<file path="src/pbrt_pkg.sv">
// ----------------------------------------------------------------------------
// pbrt_pkg: shared types and constants of the piece block request tracker
// Holds table dimensions, the block entry layout, operation and status codes,
// and the result bundle passed from the sequencer to the top level.
// ----------------------------------------------------------------------------
package pbrt_pkg;

   localparam int MAX_BLOCKS = 64;
   localparam int IDX_W      = $clog2(MAX_BLOCKS);
   localparam int CNT_W      = $clog2(MAX_BLOCKS + 1);
   localparam int OFF_W      = 24;
   localparam int LEN_W      = 25;
   localparam int POS_W      = 26;
   localparam int CSR_ADDR_W = 3;
   localparam int CSR_DATA_W = 32;
   localparam int SIZE_W     = 25;

   typedef enum logic [2:0] {
      OP_REQUEST  = 3'd0,
      OP_LOOKUP   = 3'd1,
      OP_REMOVE   = 3'd2,
      OP_MARK     = 3'd3,
      OP_ASSIGN   = 3'd4,
      OP_CHECK    = 3'd5,
      OP_VERDICT  = 3'd6,
      OP_UNUSED   = 3'd7
   } opcode_type;

   typedef enum logic [2:0] {
      ST_NEW       = 3'd0,
      ST_EXISTING  = 3'd1,
      ST_NOTHING   = 3'd2,
      ST_FULL      = 3'd3,
      ST_NOT_FOUND = 3'd4
   } status_type;

   typedef struct packed {
      logic [OFF_W-1:0] start;
      logic [LEN_W-1:0] len;
      logic             done;
      logic             assigned;
   } entry_type;

   typedef struct packed {
      status_type       status;
      logic [IDX_W-1:0] index;
      logic [OFF_W-1:0] begin_off;
      logic [LEN_W-1:0] length;
      logic             complete;
      logic             piece_done;
   } result_type;

endpackage

</file>
<file path="src/pbrt_cell.sv">
// ----------------------------------------------------------------------------
// pbrt_cell: one table slot of the rotating block chain
// Takes the entry of its neighbor whenever the chain shifts.
// ----------------------------------------------------------------------------
module pbrt_cell import pbrt_pkg::*; (
   input  logic      clock,
   input  logic      shift,
   input  entry_type entry_in,
   output entry_type entry_out
);

   entry_type entry_ff;

   always_ff @(posedge clock) begin
      if (shift) begin
         entry_ff <= entry_in;
      end
   end

   assign entry_out = entry_ff;

endmodule

</file>
<file path="src/pbrt_ctrl.sv">
// ----------------------------------------------------------------------------
// pbrt_ctrl: sequencer of the piece block request tracker
// Walks the rotating chain one entry per cycle, decides the operation and
// rewrites the stream that re-enters the chain tail.
// ----------------------------------------------------------------------------
module pbrt_ctrl import pbrt_pkg::*; (
   input  logic              clock,
   input  logic              reset,
   input  logic              start,
   input  opcode_type        opcode,
   input  logic [LEN_W-1:0]  block_length,
   input  logic [OFF_W-1:0]  block_offset,
   input  logic [IDX_W-1:0]  entry_index,
   input  logic              flag_value,
   input  logic [SIZE_W-1:0] eff_size,
   input  entry_type         head,
   input  entry_type         head_next,
   input  logic              slot_free,
   output logic              ready,
   output logic              shift,
   output entry_type         tail,
   output logic              res_load,
   output result_type        res
);

   typedef enum logic [2:0] {
      S_IDLE = 3'b001,
      S_SCAN = 3'b010,
      S_DONE = 3'b100
   } state_type;

   state_type         state_ff, state_in;
   logic [IDX_W-1:0]  step_ff, step_in;
   logic [CNT_W-1:0]  count_ff, count_in;
   logic              verified_ff, verified_in;
   opcode_type        op_ff, op_in;
   logic [LEN_W-1:0]  len_ff, len_in;
   logic [OFF_W-1:0]  off_ff, off_in;
   logic [IDX_W-1:0]  idx_ff, idx_in;
   logic              flag_ff, flag_in;
   logic              idx_ok_ff, idx_ok_in;
   logic              decided_ff, decided_in;
   logic [POS_W-1:0]  tmp_ff, tmp_in;
   logic              ins_ff, ins_in;
   entry_type         carry_ff, carry_in;
   logic [POS_W-1:0]  pos_ff, pos_in;
   logic              cmp_ok_ff, cmp_ok_in;
   status_type        st_ff, st_in;
   logic [IDX_W-1:0]  ridx_ff, ridx_in;
   logic [OFF_W-1:0]  rbeg_ff, rbeg_in;
   logic [LEN_W-1:0]  rlen_ff, rlen_in;

   logic              in_tab, in_new, last, do_make, comp_scan, complete_old;
   logic [POS_W-1:0]  gap, nlen, eff_ext;
   entry_type         out_e;

   assign eff_ext = POS_W'(eff_size);
   assign ready   = (state_ff == S_IDLE);
   assign shift   = (state_ff == S_SCAN);
   assign tail    = out_e;

   always_comb begin
      state_in    = state_ff;
      step_in     = step_ff;
      count_in    = count_ff;
      verified_in = verified_ff;
      op_in       = op_ff;
      len_in      = len_ff;
      off_in      = off_ff;
      idx_in      = idx_ff;
      flag_in     = flag_ff;
      idx_ok_in   = idx_ok_ff;
      decided_in  = decided_ff;
      tmp_in      = tmp_ff;
      ins_in      = ins_ff;
      carry_in    = carry_ff;
      pos_in      = pos_ff;
      cmp_ok_in   = cmp_ok_ff;
      st_in       = st_ff;
      ridx_in     = ridx_ff;
      rbeg_in     = rbeg_ff;
      rlen_in     = rlen_ff;
      out_e       = head;
      do_make     = 1'b0;
      gap         = '0;
      nlen        = '0;
      res_load    = 1'b0;
      in_new      = 1'b0;
      in_tab      = {1'b0, step_ff} < count_ff;
      last        = (step_ff == IDX_W'(MAX_BLOCKS - 1));
      comp_scan   = cmp_ok_ff && (pos_ff == eff_ext);
      complete_old = verified_ff || comp_scan;

      res.status     = st_ff;
      res.index      = ridx_ff;
      res.begin_off  = rbeg_ff;
      res.length     = rlen_ff;
      res.complete   = complete_old;
      res.piece_done = verified_ff;

      unique case (state_ff)
         S_IDLE: begin
            if (start) begin
               op_in      = opcode;
               len_in     = block_length;
               off_in     = block_offset;
               idx_in     = entry_index;
               flag_in    = flag_value;
               idx_ok_in  = {1'b0, entry_index} < count_ff;
               step_in    = '0;
               decided_in = 1'b0;
               tmp_in     = '0;
               ins_in     = 1'b0;
               pos_in     = '0;
               cmp_ok_in  = 1'b1;
               ridx_in    = '0;
               rbeg_in    = '0;
               rlen_in    = '0;
               unique case (opcode)
                  OP_LOOKUP: st_in = ST_NOT_FOUND;
                  OP_REMOVE, OP_MARK, OP_ASSIGN: begin
                     st_in = idx_ok_in ? ST_EXISTING : ST_NOT_FOUND;
                  end
                  OP_CHECK: st_in = ST_EXISTING;
                  default: st_in = ST_NOTHING;
               endcase
               // A removal shrinks the table right away; the rotation closes the hole.
               if (opcode == OP_REMOVE && idx_ok_in) begin
                  count_in = count_ff - 1'b1;
               end
               state_in = S_SCAN;
            end
         end
         S_SCAN: begin
            step_in = step_ff + 1'b1;
            // After an insertion every entry moves one slot further down.
            if (ins_ff) begin
               out_e    = carry_ff;
               carry_in = head;
            end
            if (op_ff == OP_REQUEST && !verified_ff && !decided_ff) begin
               if (in_tab) begin
                  if (!head.done && !head.assigned) begin
                     decided_in = 1'b1;
                     st_in      = ST_EXISTING;
                     ridx_in    = step_ff;
                     rbeg_in    = head.start;
                     rlen_in    = head.len;
                  end else if (tmp_ff < POS_W'(head.start)) begin
                     decided_in = 1'b1;
                     do_make    = 1'b1;
                     gap        = POS_W'(head.start) - tmp_ff;
                  end else begin
                     tmp_in = POS_W'(head.start) + POS_W'(head.len);
                  end
               end else begin
                  decided_in = 1'b1;
                  if (tmp_ff < eff_ext) begin
                     do_make = 1'b1;
                     gap     = eff_ext - tmp_ff;
                  end
               end
               nlen = (gap < POS_W'(len_ff)) ? gap : POS_W'(len_ff);
               if (do_make && len_ff != '0) begin
                  if (count_ff == CNT_W'(MAX_BLOCKS)) begin
                     st_in = ST_FULL;
                  end else begin
                     out_e.start    = tmp_ff[OFF_W-1:0];
                     out_e.len      = nlen[LEN_W-1:0];
                     out_e.done     = 1'b0;
                     out_e.assigned = 1'b0;
                     carry_in       = head;
                     ins_in         = 1'b1;
                     count_in       = count_ff + 1'b1;
                     st_in          = ST_NEW;
                     ridx_in        = step_ff;
                     rbeg_in        = tmp_ff[OFF_W-1:0];
                     rlen_in        = nlen[LEN_W-1:0];
                  end
               end
            end
            if (op_ff == OP_LOOKUP && in_tab && !decided_ff &&
                head.start == off_ff && head.len == len_ff) begin
               decided_in = 1'b1;
               st_in      = ST_EXISTING;
               ridx_in    = step_ff;
               rbeg_in    = head.start;
               rlen_in    = head.len;
            end
            if ((op_ff == OP_REMOVE || op_ff == OP_MARK || op_ff == OP_ASSIGN) &&
                idx_ok_ff && step_ff == idx_ff) begin
               ridx_in = step_ff;
               rbeg_in = head.start;
               rlen_in = head.len;
               if (op_ff == OP_MARK) begin
                  out_e.done = 1'b1;
               end else if (op_ff == OP_ASSIGN) begin
                  out_e.assigned = flag_ff;
               end
            end
            if (op_ff == OP_REMOVE && idx_ok_ff && step_ff >= idx_ff) begin
               out_e = head_next;
            end
            // Contiguity is tracked on the rewritten stream, so it reflects the new table.
            in_new = {1'b0, step_ff} < count_in;
            if (in_new && cmp_ok_ff) begin
               if (POS_W'(out_e.start) == pos_ff && out_e.done) begin
                  pos_in = pos_ff + POS_W'(out_e.len);
               end else begin
                  cmp_ok_in = 1'b0;
               end
            end
            if (last) begin
               state_in = S_DONE;
            end
         end
         S_DONE: begin
            if (op_ff == OP_REQUEST && !verified_ff && !decided_ff) begin
               res.status = (tmp_ff < eff_ext && len_ff != '0) ? ST_FULL : ST_NOTHING;
            end
            if (op_ff == OP_VERDICT) begin
               if (complete_old) begin
                  res.status     = ST_EXISTING;
                  res.complete   = flag_ff || (eff_size == '0);
                  res.piece_done = flag_ff;
               end else begin
                  res.status = ST_NOTHING;
               end
            end
            if (slot_free) begin
               res_load = 1'b1;
               state_in = S_IDLE;
               if (op_ff == OP_VERDICT && complete_old) begin
                  verified_in = flag_ff;
                  count_in    = '0;
               end
            end
         end
         default: state_in = S_IDLE;
      endcase
   end

   always_ff @(posedge clock) begin
      if (reset) begin
         state_ff    <= S_IDLE;
         count_ff    <= '0;
         verified_ff <= 1'b0;
         ins_ff      <= 1'b0;
         decided_ff  <= 1'b0;
      end else begin
         state_ff    <= state_in;
         count_ff    <= count_in;
         verified_ff <= verified_in;
         ins_ff      <= ins_in;
         decided_ff  <= decided_in;
      end
   end

   always_ff @(posedge clock) begin
      step_ff   <= step_in;
      op_ff     <= op_in;
      len_ff    <= len_in;
      off_ff    <= off_in;
      idx_ff    <= idx_in;
      flag_ff   <= flag_in;
      idx_ok_ff <= idx_ok_in;
      tmp_ff    <= tmp_in;
      carry_ff  <= carry_in;
      pos_ff    <= pos_in;
      cmp_ok_ff <= cmp_ok_in;
      st_ff     <= st_in;
      ridx_ff   <= ridx_in;
      rbeg_ff   <= rbeg_in;
      rlen_ff   <= rlen_in;
   end

   a_count_bound: assert property (@(posedge clock) disable iff (reset)
      count_ff <= CNT_W'(MAX_BLOCKS))
      else $error("block count above table depth");

   a_scan_ends: assert property (@(posedge clock) disable iff (reset)
      (state_ff == S_SCAN && last) |=> state_ff == S_DONE)
      else $error("scan did not end after a full rotation");

   a_insert_only_request: assert property (@(posedge clock) disable iff (reset)
      ins_ff |-> op_ff == OP_REQUEST)
      else $error("insert carry active outside a request");

   a_idle_no_shift: assert property (@(posedge clock) disable iff (reset)
      (state_ff != S_SCAN) |-> !shift)
      else $error("chain shifted outside a scan");

endmodule

</file>
<file path="src/piece_block_request_tracker.sv">
// ----------------------------------------------------------------------------
// piece_block_request_tracker: block table of one piece
// Keeps the sorted list of byte ranges of a piece in a rotating chain of cells
// and serves request, lookup, remove, mark, assign, check and verdict commands.
// ----------------------------------------------------------------------------
//
//  Channel | Direction | Handshake             | Payload
//  --------+-----------+-----------------------+---------------------------------
//  req     | in        | req_tvalid/req_tready | tuser opcode, tdata operands
//  rsp     | out       | rsp_tvalid/rsp_tready | tuser status, tdata result
//  csr     | in/out    | APB, pready always 1  | piece_size at byte address 0
//
// A request is accepted, then the table, which lives in a ring of
// MAX_BLOCKS cells, rotates once while the sequencer inspects
// and rewrites one entry per cycle at the head of the ring; then the
// result is handed to the output register once that register is free.
// Reset is synchronous and active high; it empties the table, clears the
// piece-done flag and sets piece_size to 262144. Entry contents are not reset.
// A new request is accepted while a previous result still waits in the output
// register; a request finishes its rotation and then waits until that register
// is free, so a stalled result channel halts the input after one request.
//
module piece_block_request_tracker import pbrt_pkg::*; (
   input  logic                  clock,
   input  logic                  reset,
   // req_tdata: block_length[24:0], block_offset[48:25], entry_index[54:49],
   //            flag_value[55]
   input  logic                  req_tvalid,
   output logic                  req_tready,
   input  logic [55:0]           req_tdata,
   // req_tuser: opcode[2:0]
   input  logic [2:0]            req_tuser,
   output logic                  rsp_tvalid,
   input  logic                  rsp_tready,
   // rsp_tdata: result_index[5:0], result_begin[29:6], result_length[54:30],
   //            complete[55], piece_done[56], zero fill above
   output logic [63:0]           rsp_tdata,
   // rsp_tuser: status[2:0]
   output logic [2:0]            rsp_tuser,
   input  logic                  csr_psel,
   input  logic                  csr_penable,
   input  logic                  csr_pwrite,
   input  logic [CSR_ADDR_W-1:0] csr_paddr,
   input  logic [CSR_DATA_W-1:0] csr_pwdata,
   output logic [CSR_DATA_W-1:0] csr_prdata,
   output logic                  csr_pready
);

   logic [SIZE_W-1:0] piece_size_ff, piece_size_in;
   logic [SIZE_W-1:0] eff_size;
   logic              csr_write;

   logic              rsp_full_ff, rsp_full_in;
   result_type        rsp_ff, rsp_in;
   result_type        res;
   logic              res_load, slot_free;

   logic              start, shift;
   entry_type         tail;
   entry_type         chain_q [MAX_BLOCKS];

   // Configuration: a single register, word index taken from paddr[2].
   assign csr_pready = 1'b1;
   assign csr_write  = csr_psel && csr_penable && csr_pwrite;
   assign csr_prdata = csr_paddr[2] ? '0 : CSR_DATA_W'(piece_size_ff);

   always_comb begin
      piece_size_in = piece_size_ff;
      if (csr_write && !csr_paddr[2]) begin
         piece_size_in = csr_pwdata[SIZE_W-1:0];
      end
   end

   // The usable size is capped at the offset range of one piece.
   assign eff_size = piece_size_ff[SIZE_W-1] ? SIZE_W'(1) << OFF_W : piece_size_ff;

   always_ff @(posedge clock) begin
      if (reset) begin
         piece_size_ff <= SIZE_W'(262144);
      end else begin
         piece_size_ff <= piece_size_in;
      end
   end

   // Ring of table cells: cell 0 is the head seen by the sequencer, the
   // rewritten entry re-enters at the last cell.
   for (genvar i = 0; i < MAX_BLOCKS; i++) begin : g_cell
      entry_type cell_in;
      if (i == MAX_BLOCKS - 1) begin : g_tail
         assign cell_in = tail;
      end else begin : g_link
         assign cell_in = chain_q[i+1];
      end
      pbrt_cell u_cell (
         .clock     (clock),
         .shift     (shift),
         .entry_in  (cell_in),
         .entry_out (chain_q[i])
      );
   end

   assign start = req_tvalid && req_tready;

   pbrt_ctrl u_ctrl (
      .clock        (clock),
      .reset        (reset),
      .start        (start),
      .opcode       (opcode_type'(req_tuser)),
      .block_length (req_tdata[24:0]),
      .block_offset (req_tdata[48:25]),
      .entry_index  (req_tdata[54:49]),
      .flag_value   (req_tdata[55]),
      .eff_size     (eff_size),
      .head         (chain_q[0]),
      .head_next    (chain_q[1]),
      .slot_free    (slot_free),
      .ready        (req_tready),
      .shift        (shift),
      .tail         (tail),
      .res_load     (res_load),
      .res          (res)
   );

   // Output register: decouples the result from the next request's work.
   assign slot_free = !rsp_full_ff || rsp_tready;

   always_comb begin
      rsp_full_in = rsp_full_ff;
      rsp_in      = rsp_ff;
      if (res_load) begin
         rsp_full_in = 1'b1;
         rsp_in      = res;
      end else if (rsp_tready) begin
         rsp_full_in = 1'b0;
      end
   end

   always_ff @(posedge clock) begin
      if (reset) begin
         rsp_full_ff <= 1'b0;
      end else begin
         rsp_full_ff <= rsp_full_in;
      end
   end

   always_ff @(posedge clock) begin
      rsp_ff <= rsp_in;
   end

   assign rsp_tvalid = rsp_full_ff;
   assign rsp_tuser  = rsp_ff.status;
   assign rsp_tdata  = {7'b0, rsp_ff.piece_done, rsp_ff.complete, rsp_ff.length,
                        rsp_ff.begin_off, rsp_ff.index};

endmodule
</file>
<file path="config.mk">
export PLATFORM = sky130hd
export DESIGN_NAME = piece_block_request_tracker
export DESIGN_NICKNAME = d
export VERILOG_FILES = /design/src/pbrt_pkg.sv /design/src/pbrt_cell.sv /design/src/pbrt_ctrl.sv /design/src/piece_block_request_tracker.sv
export SDC_FILE = /design/constraint.sdc
export NUM_CORES = 2
export LEC_CHECK = 0
export BUFFER_PORTS_ARGS = -buffer_cell sky130_fd_sc_hd__buf_2
export CELL_PAD_IN_SITES_DETAIL_PLACEMENT = 1
export CELL_PAD_IN_SITES_GLOBAL_PLACEMENT = 1
export CORE_UTILIZATION = 50
export CTS_BUF_LIST = sky130_fd_sc_hd__clkbuf_16
export CTS_CLUSTER_DIAMETER = 50
export DETAILED_ROUTE_END_ITERATION = 7
export GPL_TIMING_DRIVEN = 0
export HOLD_SLACK_MARGIN = 0.05
export PLACE_DENSITY_LB_ADDON = 0.15
export SLEW_MARGIN = 20
export SYNTH_ARGS = -nofsm -noshare
export SYNTH_HDL_FRONTEND = slang
export SYNTH_HIERARCHICAL = 1
export SYNTH_SLANG_ARGS = --single-unit
</file>
<file path="constraint.sdc">
create_clock -name clock -period 101.2 [get_ports clock]
set_input_delay 20.24 -clock clock [delete_from_list [all_inputs] [get_ports clock]]
set_output_delay 20.24 -clock clock [all_outputs]
set_load 0.01 [all_outputs]
</file>
==> out/metrics.cfg <==
[yosys]
ys_top_cells_by_area = edfxtp_1 (87%), ha_1 (1.5%), a21oi_1 (0.81%)
ys_seq_elements = 3591
yosysSeqAreaShare_pct = 88.1
synthFlopType = edfxtp_1
postSynthAreaPerCell_um2 = 21.1
synth_cell_types = 103
async_flop_share_pct = 0
synth_top_cell_by_area = edfxtp_1
synth_cells = 5779
synth_area_um2 = 122000
yosysTopAreaCellShare_pct = 87.4
synth-edff-count = 3552
yosys_warnings = 6

[pwr]
power_frac_seq_pct = 52.3
pwr-share-comb_pct = 6.3
switching_power_uw = 743
p_leak_uw = 0.0430
clkPwrFrac_pct = 41.4
swShare_pct = 22.4
p_int_uw = 2580
finalPower_uw = 3330
p_per_area_nw_per_um2 = 23.5
ir_worst_vdd_mv = 0.0201

[place]
gp_congestion = 0.941
hpwl_mm = 184
numPortBuffers = 178
place_ws_ns = 59.97

[clock_network]
cts_resized = 0
cts_sinks = 3591
cts_tree = done
cts-root-buf = clkbuf_16
clkTransAtPathRegs_ns = 0.06
cts_made_buffers = 388
cts_hold_buf = 0
insertion_delay_ns = 0.95
h-tree-depth = 5
postCtsSetupBuffers = 0
clockBufferDepth = 4

[routing]
drt_iter0_drc = 4646
wire_per_inst_um = 27.2
drc = 0
totalWireLength_mm = 271
vias_per_cell = 5.46
ant_nets = 0
num_vias = 54200
drt_first_pass_iters = 6

[hold_path]
hp-class = register to register

[die]
pin_count = 203
start_util_pct = 50.5
die_h_um = 496
core.rowCount = 180
die_area_um2 = 246000
die_x_um = 496
core_um2 = 242000

[flow_run]
max_cap_violations = 0

[timing]
fin_skew_ns = 0.101
hold_viol_final = 0
rsz0062_at_grt = no
finalSetupViolations = 0
fmax_mhz = 24.3
drv_slew = 0
fin_ws_ns = 59.98
layout_min_cycle_time_ns = 41.22
fin_crit_sh_pct = 40.7
tightest_slew_ns = 1.19
finalSetupTns_ns = 0
slew-limit-headroom_pct = 20.7

[setup_path]
crit_fanout = 10
worstSetupPathType = input port to output pin
worst-r2r-setup-slack_ns = 88.37
cp-end-kind = output pin
cp.arrival_ns = 20.98
worst_setup_path_start_kind = input port
worstPathRequired_ns = 80.96

[grt]
grt_pass1_vias = 55000
grt_max_degree = 63
antenna_found_initial = 27
overflow = 0
grt_first_pass_wirelength_mm = 388
track_usage_pct = 22.2

[layout]
utilization_pct = 58.6
layout_commonest_cell = edfxtp_1
area.growth.synth_to_final_pct = 16.0
fillers = 20500
final_cell_mix = edfxtp_1 (3,552), clkbuf_16 (392), a21oi_1 (198)
layout.nets = 6694
drive_above_1_share_pct = 15.1

[outcome]
status = finished clean

stage by stage:
step | instances | instance area [um2] | hold slack, ns
2_1_floorplan | 5792 | 122000 | 0.400
3_3_place_gp | 9155 | 127000 | 0.401
3_5_place_dp | 9235 | 129000 | 0.405
4_1_cts | 9921 | 141000 | 0.353
5_1_grt | 9925 | 141000 | 0.370
6_report | 9932 | 141000 | 0.356
routing by layer:
layer | vias up | track usage (%) | routed length (um)
met4 | 12 | 8.92 | 11000
li1 | 24200 | - | -
met5 | - | 0 | 69
met1 | 28000 | 33.2 | 124000
met2 | 1510 | 32.6 | 120000
met3 | 482 | 3.97 | 15500
path summary, 6_finish.rpt:
check | startpoint | endpoint | cells after the start
hold reg to reg | g_cell[33].u_cell/entry_out[28] | g_cell[32].u_cell/entry_out[28] | 0
hold / removal | g_cell[33].u_cell/entry_out[28] | g_cell[32].u_cell/entry_out[28] | 0
setup / recovery | csr_paddr[2] | csr_prdata[15] | 4
setup reg to reg | piece_size_ff[24] | u_ctrl/pos_ff[24] | 37
power groups by stage:
stage	Clock, uW	Combinational [uW]	Sequential (uW)
finish	1380	210	1740
detailed placement	0	208	1770
global placement	0	188	2240
floorplan	0	123	2100
global route	1460	225	1740
CTS	1410	208	1740
registers in the layout (all words and copies together) (netlist names), 6 cells and up:
name / count
g_cell.u_cell/entry_out: 3264
piece_size_ff: 25
rsp_tdata: 57
u_ctrl/carry_ff: 51
u_ctrl/count_ff: 7
u_ctrl/idx_ff: 6
u_ctrl/len_ff: 25
u_ctrl/off_ff: 24
u_ctrl/pos_ff: 26
u_ctrl/rbeg_ff: 24
u_ctrl/ridx_ff: 6
u_ctrl/rlen_ff: 25
u_ctrl/step_ff: 6
u_ctrl/tmp_ff: 26
layout make-up:
cell class | instances | area, um2 | share of cell area (%)
Inverter | 113 | 427 | 0.302
Clock buffer | 392 | 9810 | 6.93
Timing Repair Buffer | 258 | 2760 | 1.95
Sequential cell | 3591 | 107000 | 75.9
Tap cell | 3185 | 3990 | 2.82
Buffer | 129 | 643 | 0.455
Multi-Input combinational cell | 1959 | 13600 | 9.64
Clock inverter | 294 | 2760 | 1.95
Antenna cell | 11 | 27.5 | 0.0195
cell usage after synthesis (14+ instances only):
master,count
o31ai_1,21
nor3_1,111
buf_4,19
and3_1,20
nand3_1,43
dfxtp_1,39
xor2_1,84
or2_2,14
o21a_1,19
buf_2,19
nand2_1,163
ha_1,149
edfxtp_1,3552
nor2_1,183
a21oi_1,198
o221a_2,25
xnor2_1,87
nand2b_1,69
o211ai_1,16
a211oi_1,52
clkbuf_1,76
nor2b_1,57
or3_1,15
nand4_1,27
a21o_1,46
inv_1,113
o21ai_0,139
nor4_1,30
mux2i_1,65
a31oi_1,21
mux2_2,65
o22ai_1,22
and2_1,17
critical path, cell delays in order:
cell and delay (ns):
buf_2 0.14, clkbuf_1 0.34, nor2b_1 0.09, buf_2 0.15
cells by family after synthesis:
group                    count (synthesis)  synth area share, %
AO/OA/AOI/OAI                          698                 3.82
multiplexers                           131                 1.15
other                                    2              0.00616
XOR/XNOR                               171                 1.23
adder cells (fa/ha/maj)                153                 1.59
AND/OR/NAND/NOR                        791                 3.27
flip-flops                            3591                 88.1
buffers and inverters                  242                0.868
(Power assumes the default switching activity.)
